==> config.mk <==
export PLATFORM = sky130hd
export DESIGN_NAME = http_version_token_parser
export DESIGN_NICKNAME = d
export VERILOG_FILES = /design/src/hdl/hvp_pkg.sv /design/src/hdl/hvp_in_stage.sv /design/src/hdl/hvp_parse.sv /design/src/hdl/hvp_out_stage.sv /design/src/hdl/http_version_token_parser.sv
export SDC_FILE = /design/constraint.sdc
export NUM_CORES = 1
export LEC_CHECK = 0
export ABC_AREA = 1
export BUFFER_PORTS_ARGS = -buffer_cell sky130_fd_sc_hd__buf_4
export CAP_MARGIN = 25
export CORE_MARGIN = 10
export CORE_UTILIZATION = 60
export DETAILED_ROUTE_END_ITERATION = 10
export MAX_ROUTING_LAYER = met4
export PLACE_DENSITY = 0.8
export SYNTH_ARGS = -nofsm -noshare
export SYNTH_HDL_FRONTEND = slang
export SYNTH_SLANG_ARGS = --single-unit
==> constraint.sdc <==
create_clock -name clock -period 3.1 [get_ports clock]
set_input_delay 0.31 -clock clock [delete_from_list [all_inputs] [get_ports clock]]
set_output_delay 0.31 -clock clock [all_outputs]
set_load 0.005 [all_outputs]
==> src/hdl/hvp_pkg.sv <==
// Types, constants and helper functions of the HTTP version token parser.
package hvp_pkg;

   // Result status codes
   localparam logic [1:0] ST_MORE = 2'd0;
   localparam logic [1:0] ST_OK   = 2'd1;
   localparam logic [1:0] ST_ERR  = 2'd2;

   // Request actions
   localparam logic ACT_CONSUME = 1'b0;
   localparam logic ACT_RESTART = 1'b1;

   // Characters of the token
   localparam logic [7:0] CH_H     = 8'h48;
   localparam logic [7:0] CH_T     = 8'h54;
   localparam logic [7:0] CH_P     = 8'h50;
   localparam logic [7:0] CH_SLASH = 8'h2F;
   localparam logic [7:0] CH_DOT   = 8'h2E;
   localparam logic [7:0] CH_0     = 8'h30;
   localparam logic [7:0] CH_9     = 8'h39;

   localparam logic [15:0] ACC_MAX = 16'hFFFF;

   // Position in the token, one-hot
   typedef enum logic [8:0] {
      PH_H     = 9'b000000001,
      PH_T1    = 9'b000000010,
      PH_T2    = 9'b000000100,
      PH_P     = 9'b000001000,
      PH_SLASH = 9'b000010000,
      PH_MAJ0  = 9'b000100000,
      PH_MAJ   = 9'b001000000,
      PH_MIN0  = 9'b010000000,
      PH_MIN   = 9'b100000000
   } phase_type;

   // One request
   typedef struct packed {
      logic       action;
      logic [7:0] char_byte;
   } req_item_type;

   // One response
   typedef struct packed {
      logic [1:0]  status;
      logic [15:0] major_number;
      logic [15:0] minor_number;
   } rsp_item_type;

   // acc * 10 + digit, saturating at 16 bits
   function automatic logic [15:0] acc_digit(input logic [15:0] acc, input logic [3:0] digit);
      logic [19:0] wide;
      wide = {1'b0, acc, 3'b000} + {3'b000, acc, 1'b0} + {16'h0000, digit};
      if (wide[19:16] != 4'h0) begin
         return ACC_MAX;
      end
      return wide[15:0];
   endfunction

endpackage

==> src/hdl/hvp_in_stage.sv <==
// Input register of the parser: holds one request until the parse stage takes it.
module hvp_in_stage (
   input  logic                 clock,
   input  logic                 reset,
   input  logic                 req_valid,
   output logic                 req_ready,
   input  hvp_pkg::req_item_type req_item,
   input  logic                 advance,
   output logic                 item_valid,
   output hvp_pkg::req_item_type item
);
   import hvp_pkg::*;

   logic         valid_ff, valid_in;
   req_item_type item_ff, item_in;
   logic         accept;

   // Take a new request when empty or when the held one moves on
   assign req_ready = !valid_ff || advance;
   assign accept    = req_valid && req_ready;

   always_comb begin
      valid_in = valid_ff;
      item_in  = item_ff;
      if (accept) begin
         valid_in = 1'b1;
         item_in  = req_item;
      end else if (advance) begin
         valid_in = 1'b0;
      end
   end

   always_ff @(posedge clock) begin
      if (reset) begin
         valid_ff <= 1'b0;
      end else begin
         valid_ff <= valid_in;
      end
      item_ff <= item_in;
   end

   assign item_valid = valid_ff;
   assign item       = item_ff;

endmodule

==> src/hdl/hvp_parse.sv <==
// Phase machine and digit accumulators; decodes one request per step.
module hvp_parse (
   input  logic                  clock,
   input  logic                  reset,
   input  logic                  step,
   input  hvp_pkg::req_item_type item,
   output logic                  emit,
   output hvp_pkg::rsp_item_type result
);
   import hvp_pkg::*;

   phase_type   phase_ff, phase_in;
   logic [15:0] major_ff, major_in;
   logic [15:0] minor_ff, minor_in;
   logic        is_dec;
   logic [3:0]  digit;
   logic [7:0]  b;

   assign b      = item.char_byte;
   assign is_dec = b inside {[CH_0:CH_9]};
   assign digit  = b[3:0];

   // Restart gives no response
   assign emit = step && (item.action == ACT_CONSUME);

   // Next phase, accumulators and response for the held byte
   always_comb begin
      phase_in            = phase_ff;
      major_in            = major_ff;
      minor_in            = minor_ff;
      result.status       = ST_ERR;
      result.major_number = 16'h0000;
      result.minor_number = 16'h0000;
      case (phase_ff)
         PH_H: begin
            if (b == CH_H) begin
               phase_in      = PH_T1;
               result.status = ST_MORE;
            end
         end
         PH_T1: begin
            if (b == CH_T) begin
               phase_in      = PH_T2;
               result.status = ST_MORE;
            end
         end
         PH_T2: begin
            if (b == CH_T) begin
               phase_in      = PH_P;
               result.status = ST_MORE;
            end
         end
         PH_P: begin
            if (b == CH_P) begin
               phase_in      = PH_SLASH;
               result.status = ST_MORE;
            end
         end
         PH_SLASH: begin
            if (b == CH_SLASH) begin
               phase_in      = PH_MAJ0;
               result.status = ST_MORE;
            end
         end
         PH_MAJ0: begin
            if (is_dec) begin
               major_in      = {12'h000, digit};
               phase_in      = PH_MAJ;
               result.status = ST_MORE;
            end
         end
         PH_MAJ: begin
            if (b == CH_DOT) begin
               phase_in      = PH_MIN0;
               result.status = ST_MORE;
            end else if (is_dec) begin
               major_in      = acc_digit(major_ff, digit);
               result.status = ST_MORE;
            end
         end
         PH_MIN0: begin
            if (is_dec) begin
               minor_in      = {12'h000, digit};
               phase_in      = PH_MIN;
               result.status = ST_MORE;
            end
         end
         PH_MIN: begin
            if (is_dec) begin
               minor_in      = acc_digit(minor_ff, digit);
               result.status = ST_MORE;
            end else begin
               result.status       = ST_OK;
               result.major_number = major_ff;
               result.minor_number = minor_ff;
            end
         end
         default: begin
            result.status = ST_ERR;
         end
      endcase
      // Restart only rewinds the phase
      if (item.action == ACT_RESTART) begin
         phase_in = PH_H;
         major_in = major_ff;
         minor_in = minor_ff;
      end
   end

   always_ff @(posedge clock) begin
      if (reset) begin
         phase_ff <= PH_H;
         major_ff <= 16'h0000;
         minor_ff <= 16'h0000;
      end else if (step) begin
         phase_ff <= phase_in;
         major_ff <= major_in;
         minor_ff <= minor_in;
      end
   end

endmodule

==> src/hdl/hvp_out_stage.sv <==
// Response register of the parser.
module hvp_out_stage (
   input  logic                  clock,
   input  logic                  reset,
   input  logic                  load,
   input  hvp_pkg::rsp_item_type result,
   output logic                  can_load,
   output logic                  rsp_valid,
   input  logic                  rsp_ready,
   output hvp_pkg::rsp_item_type rsp_item
);
   import hvp_pkg::*;

   logic         valid_ff, valid_in;
   rsp_item_type data_ff, data_in;

   // Room for a new response when empty or being drained
   assign can_load = !valid_ff || rsp_ready;

   always_comb begin
      valid_in = valid_ff;
      data_in  = data_ff;
      if (load) begin
         valid_in = 1'b1;
         data_in  = result;
      end else if (rsp_ready) begin
         valid_in = 1'b0;
      end
   end

   always_ff @(posedge clock) begin
      if (reset) begin
         valid_ff <= 1'b0;
      end else begin
         valid_ff <= valid_in;
      end
      data_ff <= data_in;
   end

   assign rsp_valid = valid_ff;
   assign rsp_item  = data_ff;

endmodule

==> src/hdl/http_version_token_parser.sv <==
// Top level of the HTTP version token parser.
//
//   channel  direction  handshake            payload
//   req      in         req_valid/req_ready  req_action, req_char_byte
//   rsp      out        rsp_valid/rsp_ready  rsp_status, rsp_major_number, rsp_minor_number
//
// One request per cycle sustained while rsp_ready is high; a consumed byte's response
// passes through the input register, then the response register.
// A restart request rewinds the phase and yields no response.
// Reset is synchronous and returns the parser to the expect-'H' phase.
// A stalled response holds in its register; the input register keeps accepting
// until it too is full.
module http_version_token_parser (
   input  logic        clock,
   input  logic        reset,
   input  logic        req_valid,
   output logic        req_ready,
   input  logic        req_action,
   input  logic [7:0]  req_char_byte,
   output logic        rsp_valid,
   input  logic        rsp_ready,
   output logic [1:0]  rsp_status,
   output logic [15:0] rsp_major_number,
   output logic [15:0] rsp_minor_number
);
   import hvp_pkg::*;

   req_item_type req_item, item;
   rsp_item_type result, rsp_item;
   logic         item_valid, advance, can_load, emit;

   assign req_item.action    = req_action;
   assign req_item.char_byte = req_char_byte;

   // Held request moves on when the response register has room
   assign advance = item_valid && can_load;

   hvp_in_stage u_in_stage (
      .clock      (clock),
      .reset      (reset),
      .req_valid  (req_valid),
      .req_ready  (req_ready),
      .req_item   (req_item),
      .advance    (advance),
      .item_valid (item_valid),
      .item       (item)
   );

   hvp_parse u_parse (
      .clock  (clock),
      .reset  (reset),
      .step   (advance),
      .item   (item),
      .emit   (emit),
      .result (result)
   );

   hvp_out_stage u_out_stage (
      .clock     (clock),
      .reset     (reset),
      .load      (emit),
      .result    (result),
      .can_load  (can_load),
      .rsp_valid (rsp_valid),
      .rsp_ready (rsp_ready),
      .rsp_item  (rsp_item)
   );

   assign rsp_status       = rsp_item.status;
   assign rsp_major_number = rsp_item.major_number;
   assign rsp_minor_number = rsp_item.minor_number;

endmodule

* Yosys cells after proc, flatten, opt, wreduce, memory -nomap -nowiden
Cells that the tools add are included.
** Storage, ports and cells
- Flip-flop bits (word level) :: 86
- Output and inout port bits :: 36
- Word-level logic and storage cells :: 105
** Operators by class
- Add/subtract/negate cells :: 4
- $lt $le $gt $ge :: 2
- Eq/ne operators :: 27
- Mux-type cells :: 39
- Bitwise logic cells :: 2
- Reduce and logical (&&, ||, !) cells :: 21
** Operators with widths (number)
- 2-to-1 mux 16 bit :: 8
- 2-to-1 mux 9 bit :: 9
- one-hot mux 9 bit (8 select lines) :: 1
- one-hot mux 16 bit (2 select lines) :: 2
- adder 19 x 17 -> 20 bit :: 2
- adder 20 x 4 -> 20 bit :: 2
- == test 8 x 7 -> 1 bit, second input constant :: 3
- != test 3 x 2 -> 1 bit, second input constant :: 8
- == test 8 x 6 -> 1 bit, second input constant :: 2
- one-hot mux 2 bit (7 select lines) :: 1
- 2-to-1 mux 1 bit :: 12
- 2-to-1 mux 2 bit :: 6
- AND reduction 10 bit :: 1
- == test 9 x 1 -> 1 bit, second input constant :: 1
- == test 9 x 2 -> 1 bit, second input constant :: 1
- == test 9 x 3 -> 1 bit, second input constant :: 1
- == test 9 x 4 -> 1 bit, second input constant :: 1
- == test 9 x 5 -> 1 bit, second input constant :: 1
- == test 9 x 6 -> 1 bit, second input constant :: 1
- == test 9 x 7 -> 1 bit, second input constant :: 1
- == test 9 x 8 -> 1 bit, second input constant :: 1
- == test 9 bit, second input constant :: 1
- nonzero test 9 bit :: 1
- greater-or-equal comparator 8 x 6 -> 1 bit, second input constant :: 1
- 12 further kinds :: 27

* Depth between registers and ports, before layout
Gate-level depths: netlist (run 1).
- Depth in word-level cells :: 11
- Mapped depth :: 18
- Mapped depth without buffers :: 17

* By module
Synthesis (run 1) repeated with hierarchy kept, for this count alone.
** Unflattened totals
- Cell total of the unflattened synthesis :: 931
- Area total of the unflattened synthesis :: 6470.0 sq um
** By module, submodules not included
- hvp_parse :: times used 1, cells an instance 875, area each 5081.1 sq um, seq. area each 820.8 sq um
- hvp_out_stage :: times used 1, cells an instance 39, area each 1063.5 sq um, seq. area each 1041.0 sq um
- hvp_in_stage :: times used 1, cells an instance 15, area each 317.8 sq um, seq. area each 290.3 sq um
- http_version_token_parser :: times used 1, cells an instance 2, area each 7.5 sq um, seq. area each 0.0 sq um

* Least setup slack after synthesis (run 1)
OpenSTA, ideal clock, no wires.
- Path kind :: register to register
- Start point :: register u_in_stage.item_ff (netlist bit u_in_stage.item[3])
- End point :: register u_parse.major_ff[15]
- Library setup time :: 138 ps
- Arrival :: 2585 ps
- Setup slack :: 377 ps
- Cell stages (with the launch flop) :: 17
- Cell sequence :: edfxtp_1 fa_1 inv_1 fa_1 inv_1 nand3_1 nand2_1 nand2_1 nand2_2 nand2_1 nand3_1 nand2_1 nor2_2 nand2_1 nand2_2 buf_6 a21oi_1
** On the way
- Word-level cells in the longest chain between the ends :: 10
- Elaborated cells on any way between the ends :: 18
- Classes of those cells :: add/sub: 1; order compare: 2; eq/ne: 4; mux: 8; reduce/logical: 3
** RTL lines
- start: declaration :: RTL line hvp_in_stage.sv:15 : req_item_type item_ff, item_in;
- start signal: assignment :: RTL line hvp_in_stage.sv:39 : item_ff <= item_in;
- adder 20 x 4 -> 20 bit :: RTL line hvp_pkg.sv:53 : wide = {1'b0, acc, 3'b000} + {3'b000, acc, 1'b0} + {16'h0000, digit};
- nonzero test 4 bit :: RTL line hvp_pkg.sv:54 : if (wide[19:16] != 4'h0) begin
- 2-to-1 mux 1 bit :: RTL line hvp_pkg.sv:54
- 2-to-1 mux 1 bit :: RTL line hvp_parse.sv:76 : end else if (is_dec) begin
- 2-to-1 mux 1 bit :: RTL line hvp_parse.sv:73 : if (b == CH_DOT) begin
- 2-to-1 mux 1 bit :: RTL line hvp_parse.sv:34 : case (phase_ff)
- 2-to-1 mux 16 bit :: RTL line hvp_pkg.sv:57 : return wide[15:0];
- 2-to-1 mux 16 bit :: RTL line hvp_parse.sv:76
- 2-to-1 mux 16 bit :: RTL line hvp_parse.sv:73
- one-hot mux 16 bit (2 select lines) :: RTL line hvp_parse.sv:34
- end signal: assignment :: RTL line hvp_parse.sv:117 : major_ff <= major_in;
- end: declaration :: RTL line hvp_parse.sv:13 : logic [15:0] major_ff, major_in;
Several ways; a longest one is shown, not always the timed one. The select of a mux whose other input is x is not followed.
A chain may end at the register's enable or synchronous reset.

* Final worst setup path (run 1)
Ends and elaborated chain as after synthesis.

==> results.md, run 1 <==
* DR WL met3 at 928 µm
* Power Density at 323 nW/µm²
* Crit path capture type: flip-flop
* Endpoints failing hold at 0
* # rows at 37
* Max_cap viols at 0
* GR Overflow Total at 0
* Crit-path cells: fa_1 -> inv_1 -> fa_1 -> inv_1 -> nand3_1 -> nand2_1 -> nand2_1 -> nand2_2 -> nand2_1 -> nand3_1 -> nand2_1 -> nor2_2 -> nand2_1 -> nand2_4 -> a21oi_1
* Leading area contributor after synthesis: edfxtp_1
* Ranking of synthesized cells by area: edfxtp_1 20%, nand2_1 15%, dfxtp_1 13%, ha_1 12%, inv_1 8.4%
* Slew Limit Headroom at 54.2%
* CTS clock-pin slew for the worst setup and hold paths at 0.10 ns
* Slew Viols, Final at 0
* Post-route DRC at 0
* Synth Instances at 913
* Initial antenna violation count at 0
* CP Data Arrival Time at 3.10 ns
* Synthesis-stage register bit count at 86
* WL final at 15100 µm
* Max IR drop VDD at 0.000279 V
* IO buf count at 48
* TritonCTS Buffers at 9
* Clk buf depth at 2
* Syn avg cell area at 7.12 µm²
* Slew at the pin closest to its max-slew limit at 0.687 ns
* Antenna Violating Nets Remaining at 0
* DP Worst Slack at 0.203 ns
* Top-area cell type share of the netlist area at 19.9%
* Post-CTS setup buffer count at 0
* WL met2 at 6860 µm
* Min-Delay Path Class: in -> reg
* RSZ-0062 raised after global routing: no
* Req. time, crit path at 3.33 ns
* Die area at 15400 µm²
* Clock Skew at 0.0201 ns
* Final period util at 92.8%
* Share of post-route cells with drive strength above 1 at 12.8%
* IO Pins at 49
* Status: completed
* Total GRT Usage at 20.4%
* GP Congestion at 0.923
* Placed cell area at 6960 µm²
* Met1 Wirelength at 7090 µm
* Static leakage at 3.67 nW
* 1st-iter DRT viols at 480
* Vias per cell at 5.26
* Clk_lat worst skew at 0.37 ns
* CTS tree: built
* Drt first pass iters at 5
* Die Wd at 124 µm
* Fillers at 936
* Final core area utilization at 68.3%
* Max Clock Freq at 348 MHz
* Initial Util at 62.1%
* Antenna diodes at 0
* Final Instance Area at 7140 µm²
* Pwr Total at 2.30 mW
* Tmin final at 2.88 ns
* Wire per inst at 13.7 µm
* Register area share after synthesis at 33.1%
* Clock Sinks at 86
* Setup violators final at 0
* First-pass GRT wire length at 25000 µm
* Critical path's largest stage delay at 0.59 ns
* Vias in the first global route at 5387
* Critical-path top delay cell: fa_1
* Largest net degree at the start of global routing at 36
* Worst setup SP type: flip-flop
* Vias at 5800
* Synth cell types at 42
* DR top layer: met4
* Post-synthesis net count at 992
* Commonest cells post-synth: 265 x nand2_1, 146 x inv_1, 91 x nor2_1
* Mapped cell area at 6500 µm²
* Asr flop ratio synth at 0%
* Most used cell, CP: nand2_1
* Synth Flop Type: edfxtp_1
* Area grow syn2layout at 9.91%
* Setup tns final at 0 ns
* Post-synth EDFFs at 43
* Hold buffers post-CTS at 0
* Total core area at 10500 µm²
* # nets final at 1041
* Synth warn at 0
* Critical Path Fanout Max at 13
* DIE HEIGHT at 124 µm
* Min setup slack post-route at 0.224 ns
* Cell at the root of the clock tree: clkbuf_8
* H-Tree Depth at 3
* Post-DP HPWL at 11800 µm
* WS Path Type: reg -> reg
* Top-count cell post-synth: nand2_1
## layer usage
layer  track usage [%]  vias to the layer above
li1                  -                     3001
met1              26.3                     2611
met2              32.6                      165
met3              3.53                       23
met4              5.04                        0
met5                 -                        -
## cells by family (layout without fill, tap and decap cells)
group	Yosys count	after routing	synth area share, %
XOR/XNOR	17	17	2.29
AO/OA/AOI/OAI	92	92	8.10
flip-flops	86	86	33.1
buffers and inverters	173	227	11.0
adder cells (fa/ha/maj)	66	66	13.2
AND/OR/NAND/NOR	479	479	32.4
## cell type report
type	count	area [µm²]	area share (%)
multi-input combinational	654	3650	51.1
tap	136	170	2.38
inverter	157	589	8.25
timing repair buffer	54	405	5.67
clock buffer	10	128	1.79
clock inverter	6	52.6	0.736
sequential	86	2150	30.1
## per-stage QoR
step	std cells	hold WS, ns
6_report	1103	0.111
5_1_grt	1103	0.102
4_1_cts	1103	0.103
3_5_place_dp	1087	0.489
3_3_place_gp	1087	0.488
2_1_floorplan	913	0.409
## report_power, final
part / internal (mW) / switching (mW)
sequential: 1.22 / 0.0289
combinational: 0.102 / 0.199
clock: 0.304 / 0.446
## critical path, delay by kind of cell, from the launching register on
| kind | cells | cell delay [ns] |
|---|---|---|
| compound gates | 1 | 0.09 |
| fa+ha+maj | 2 | 1.04 |
| buf+inv | 2 | 0.16 |
| flops | 1 | 0.46 |
| simple gates | 10 | 0.98 |
## placed cells by master, fill, tap and decap left out, types with 9 or more instances in the layout
cell | Yosys | layout
nand2_1 | 265 | 265
inv_1 | 146 | 146
nor2_1 | 91 | 91
ha_1 | 62 | 62
nand3_1 | 60 | 60
a21oi_1 | 56 | 56
buf_4 | 3 | 54
edfxtp_1 | 43 | 43
dfxtp_1 | 43 | 43
nor3_1 | 14 | 14
o21ai_0 | 14 | 14
nor2_2 | 13 | 12
inv_2 | 11 | 11
xnor2_1 | 9 | 9
clkbuf_8 | 0 | 9
## flip-flops by register name (all words and copies together), names as in the netlist
register	flops
u_parse.minor_ff	16
u_in_stage.item_valid	1
u_parse.phase_ff	9
u_parse.major_ff	16
u_out_stage.rsp_valid	1
u_out_stage.rsp_item	34
u_in_stage.item	9
## final timing paths
check	from	to	slack, ns	cells after the start
max	u_in_stage.item[3]	u_parse.major_ff[15]	0.22	15
min	req_char_byte[5]	u_in_stage.item[5]	0.11	1
max reg2reg	u_in_stage.item[3]	u_parse.major_ff[15]	0.22	15
min reg2reg	u_parse.phase_ff[0]	u_parse.phase_ff[0]	0.52	2
## what timing repair did
action                                  CTS  global route
endpoints found under the setup margin    0            22
hold endpoints to repair                  0             0
gates resized for setup                   0             2
Note: power is estimated with default switching activity, not from simulation.
==> inputs of run 2 (changes only) <==
--- a/config.mk
+++ b/config.mk
@@ -10,6 +10,7 @@
 export CAP_MARGIN = 25
 export CORE_MARGIN = 10
 export CORE_UTILIZATION = 60
+export CTS_BUF_LIST = sky130_fd_sc_hd__clkbuf_8
 export DETAILED_ROUTE_END_ITERATION = 10
 export MAX_ROUTING_LAYER = met4
 export PLACE_DENSITY = 0.8
==> run 2 against run 1 <==
Non-clock buffer count stayed put. Sequential share of layout area unchanged. Fmax about the same. First-iteration DRC count unchanged. Routed wire length about the same. Critical path depth unchanged. Clock power is essentially flat. Count of clock-buffer cells in the layout down 1. Combinational power barely moved. Cell count stayed put. Critical endpoint unchanged. Largest cell class unchanged. Largest power group unchanged.
==> results.md, run 2 (same netlist as run 1, synthesis figures left out) <==
* Status: completed
* CP Data Arrival Time at 3.10 ns
* Net switching power at 0.674 mW
* First-pass GRT wire length at 25000 µm
* Combinational share of power at 13.0%
* Slew Limit Headroom at 53.7%
* Drt first pass iters at 5
* CTS tree: built
* Die area at 15400 µm²
* Reg power frac at 54.5%
* Wire per inst at 13.7 µm
* Switching Fraction at 29.3%
* Final period util at 92.8%
* Slew at the pin closest to its max-slew limit at 0.694 ns
* Commonest non-fill, non-tap cells in the layout: 265 x nand2_1, 147 x inv_1, 91 x nor2_1
* TritonCTS Buffers at 9
* Setup tns final at 0 ns
* Initial Util at 62.1%
* Critical Path Fanout Max at 13
* Int Power at 1.63 mW
* Clk buf depth at 2
* Antenna diodes at 0
* Worst reg2reg path depth at 15
* Placed Instances at 1087
* Setup violators final at 0
* Endpoints failing hold at 0
* Vias in the first global route at 5387
* Max_cap viols at 0
* Commonest non-fill, non-tap cell in the layout: nand2_1
* Reg area at 2150 µm²
* RSZ-0062 raised after global routing: no
* Final core area utilization at 68.3%
* Largest net degree at the start of global routing at 36
* # nets final at 1041
* Cell at the root of the clock tree: clkbuf_8
* Slew Viols, Final at 0
* CTS clock-pin slew for the worst setup and hold paths at 0.10 ns
* Die Wd at 124 µm
* Clock Sinks at 86
* Crit path capture type: flip-flop
* Area occupied by multi-input gates at 3650 µm²
* Post-CTS setup buffer count at 0
* Fillers at 936
* Vias at 5802
* Static leakage at 3.67 nW
* Tmin final at 2.88 ns
* Finished Layout Cells at 1103
* Post-DP HPWL at 11800 µm
* GP Congestion at 0.923
* Vias per cell at 5.26
* Final Instance Area at 7140 µm²
* Req. time, crit path at 3.33 ns
* CTS resizes at 0
* Initial antenna violation count at 0
* Clock Skew at 0.0201 ns
* Share of post-route cells with drive strength above 1 at 12.8%
* Min-Delay Path Class: in -> reg
* Clk_lat worst skew at 0.37 ns
* 1st-iter DRT viols at 480
* Area grow syn2layout at 9.91%
* Max FFs per register at 34
* Placed cell area at 6960 µm²
* Antenna Violating Nets Remaining at 0
* WS Path Type: reg -> reg
* Hold buffers post-CTS at 0
* IO buf count at 48
* DIE HEIGHT at 124 µm
* H-Tree Depth at 3
* Max IR drop VDD at 0.000279 V
* Worst setup SP type: flip-flop
* Total core area at 10500 µm²
* Total GRT Usage at 20.4%
* Post-route DRC at 0
* # rows at 37
* GR Overflow Total at 0
* IO Pins at 49
* Power Density at 322 nW/µm²
* WL final at 15100 µm
* Max Clock Freq at 348 MHz
* Worst Hold Depth at 1
* Clock network fraction of total power at 32.5%
run 2: changes by cell type in the layout (fill, tap and decap cells not counted), sizes merged:
cell | before | now
clkbuf | 10 | 9
inv | 160 | 161
run 2: layout make-up:
| type | count | area share (%) |
|---|---|---|
| timing repair buffer | 54 | 5.67 |
| clock buffer | 9 | 1.73 |
| inverter | 157 | 8.25 |
| sequential | 86 | 30.1 |
| clock inverter | 7 | 0.788 |
| tap | 136 | 2.38 |
| multi-input combinational | 654 | 51.1 |
run 2: critical path, cell delays in order, from the launching register on:
cell and delay, ns:
edfxtp_1 0.46, fa_1 0.59, inv_1 0.07, fa_1 0.45, inv_1 0.09, nand3_1 0.06, nand2_1 0.11, nand2_1 0.08
nand2_2 0.08, nand2_1 0.07, nand3_1 0.07, nand2_1 0.06, nor2_2 0.15, nand2_1 0.12, nand2_4 0.18, a21oi_1 0.09
run 2: stage by stage:
stage	worst slack (ns)	total power, mW	hold WS (ns)
after floorplan	0.377	1.49	0.409
after global placement	0.274	1.57	0.488
after detailed placement	0.203	1.58	0.489
after CTS	0.170	2.31	0.103
after global routing	0.00145	2.40	0.102
final	0.225	2.30	0.111
run 2: path summary, 6_finish.rpt:
kind	start	endpoint	slack [ns]
max	u_in_stage.item[3]	u_parse.major_ff[15]	0.22
min	req_char_byte[5]	u_in_stage.item[5]	0.11
max reg2reg	u_in_stage.item[3]	u_parse.major_ff[15]	0.22
min reg2reg	u_parse.phase_ff[0]	u_parse.phase_ff[0]	0.52
run 2: metal layers:
| layer | track usage [%] | vias up | wire length (µm) |
|---|---|---|---|
| met5 | - | - | 0 |
| met4 | 5.04 | 0 | 203 |
| met3 | 3.53 | 23 | 914 |
| met2 | 32.6 | 165 | 6870 |
| met1 | 26.3 | 2613 | 7110 |
| li1 | - | 3001 | - |
run 2: power groups by stage:
stage / registers [mW] / logic [mW] / clock network [mW]
floorplan: 1.28 / 0.219 / 0
global placement: 1.28 / 0.294 / 0
detailed placement: 1.28 / 0.298 / 0
CTS: 1.25 / 0.300 / 0.758
global route: 1.26 / 0.338 / 0.802
finish: 1.25 / 0.300 / 0.748
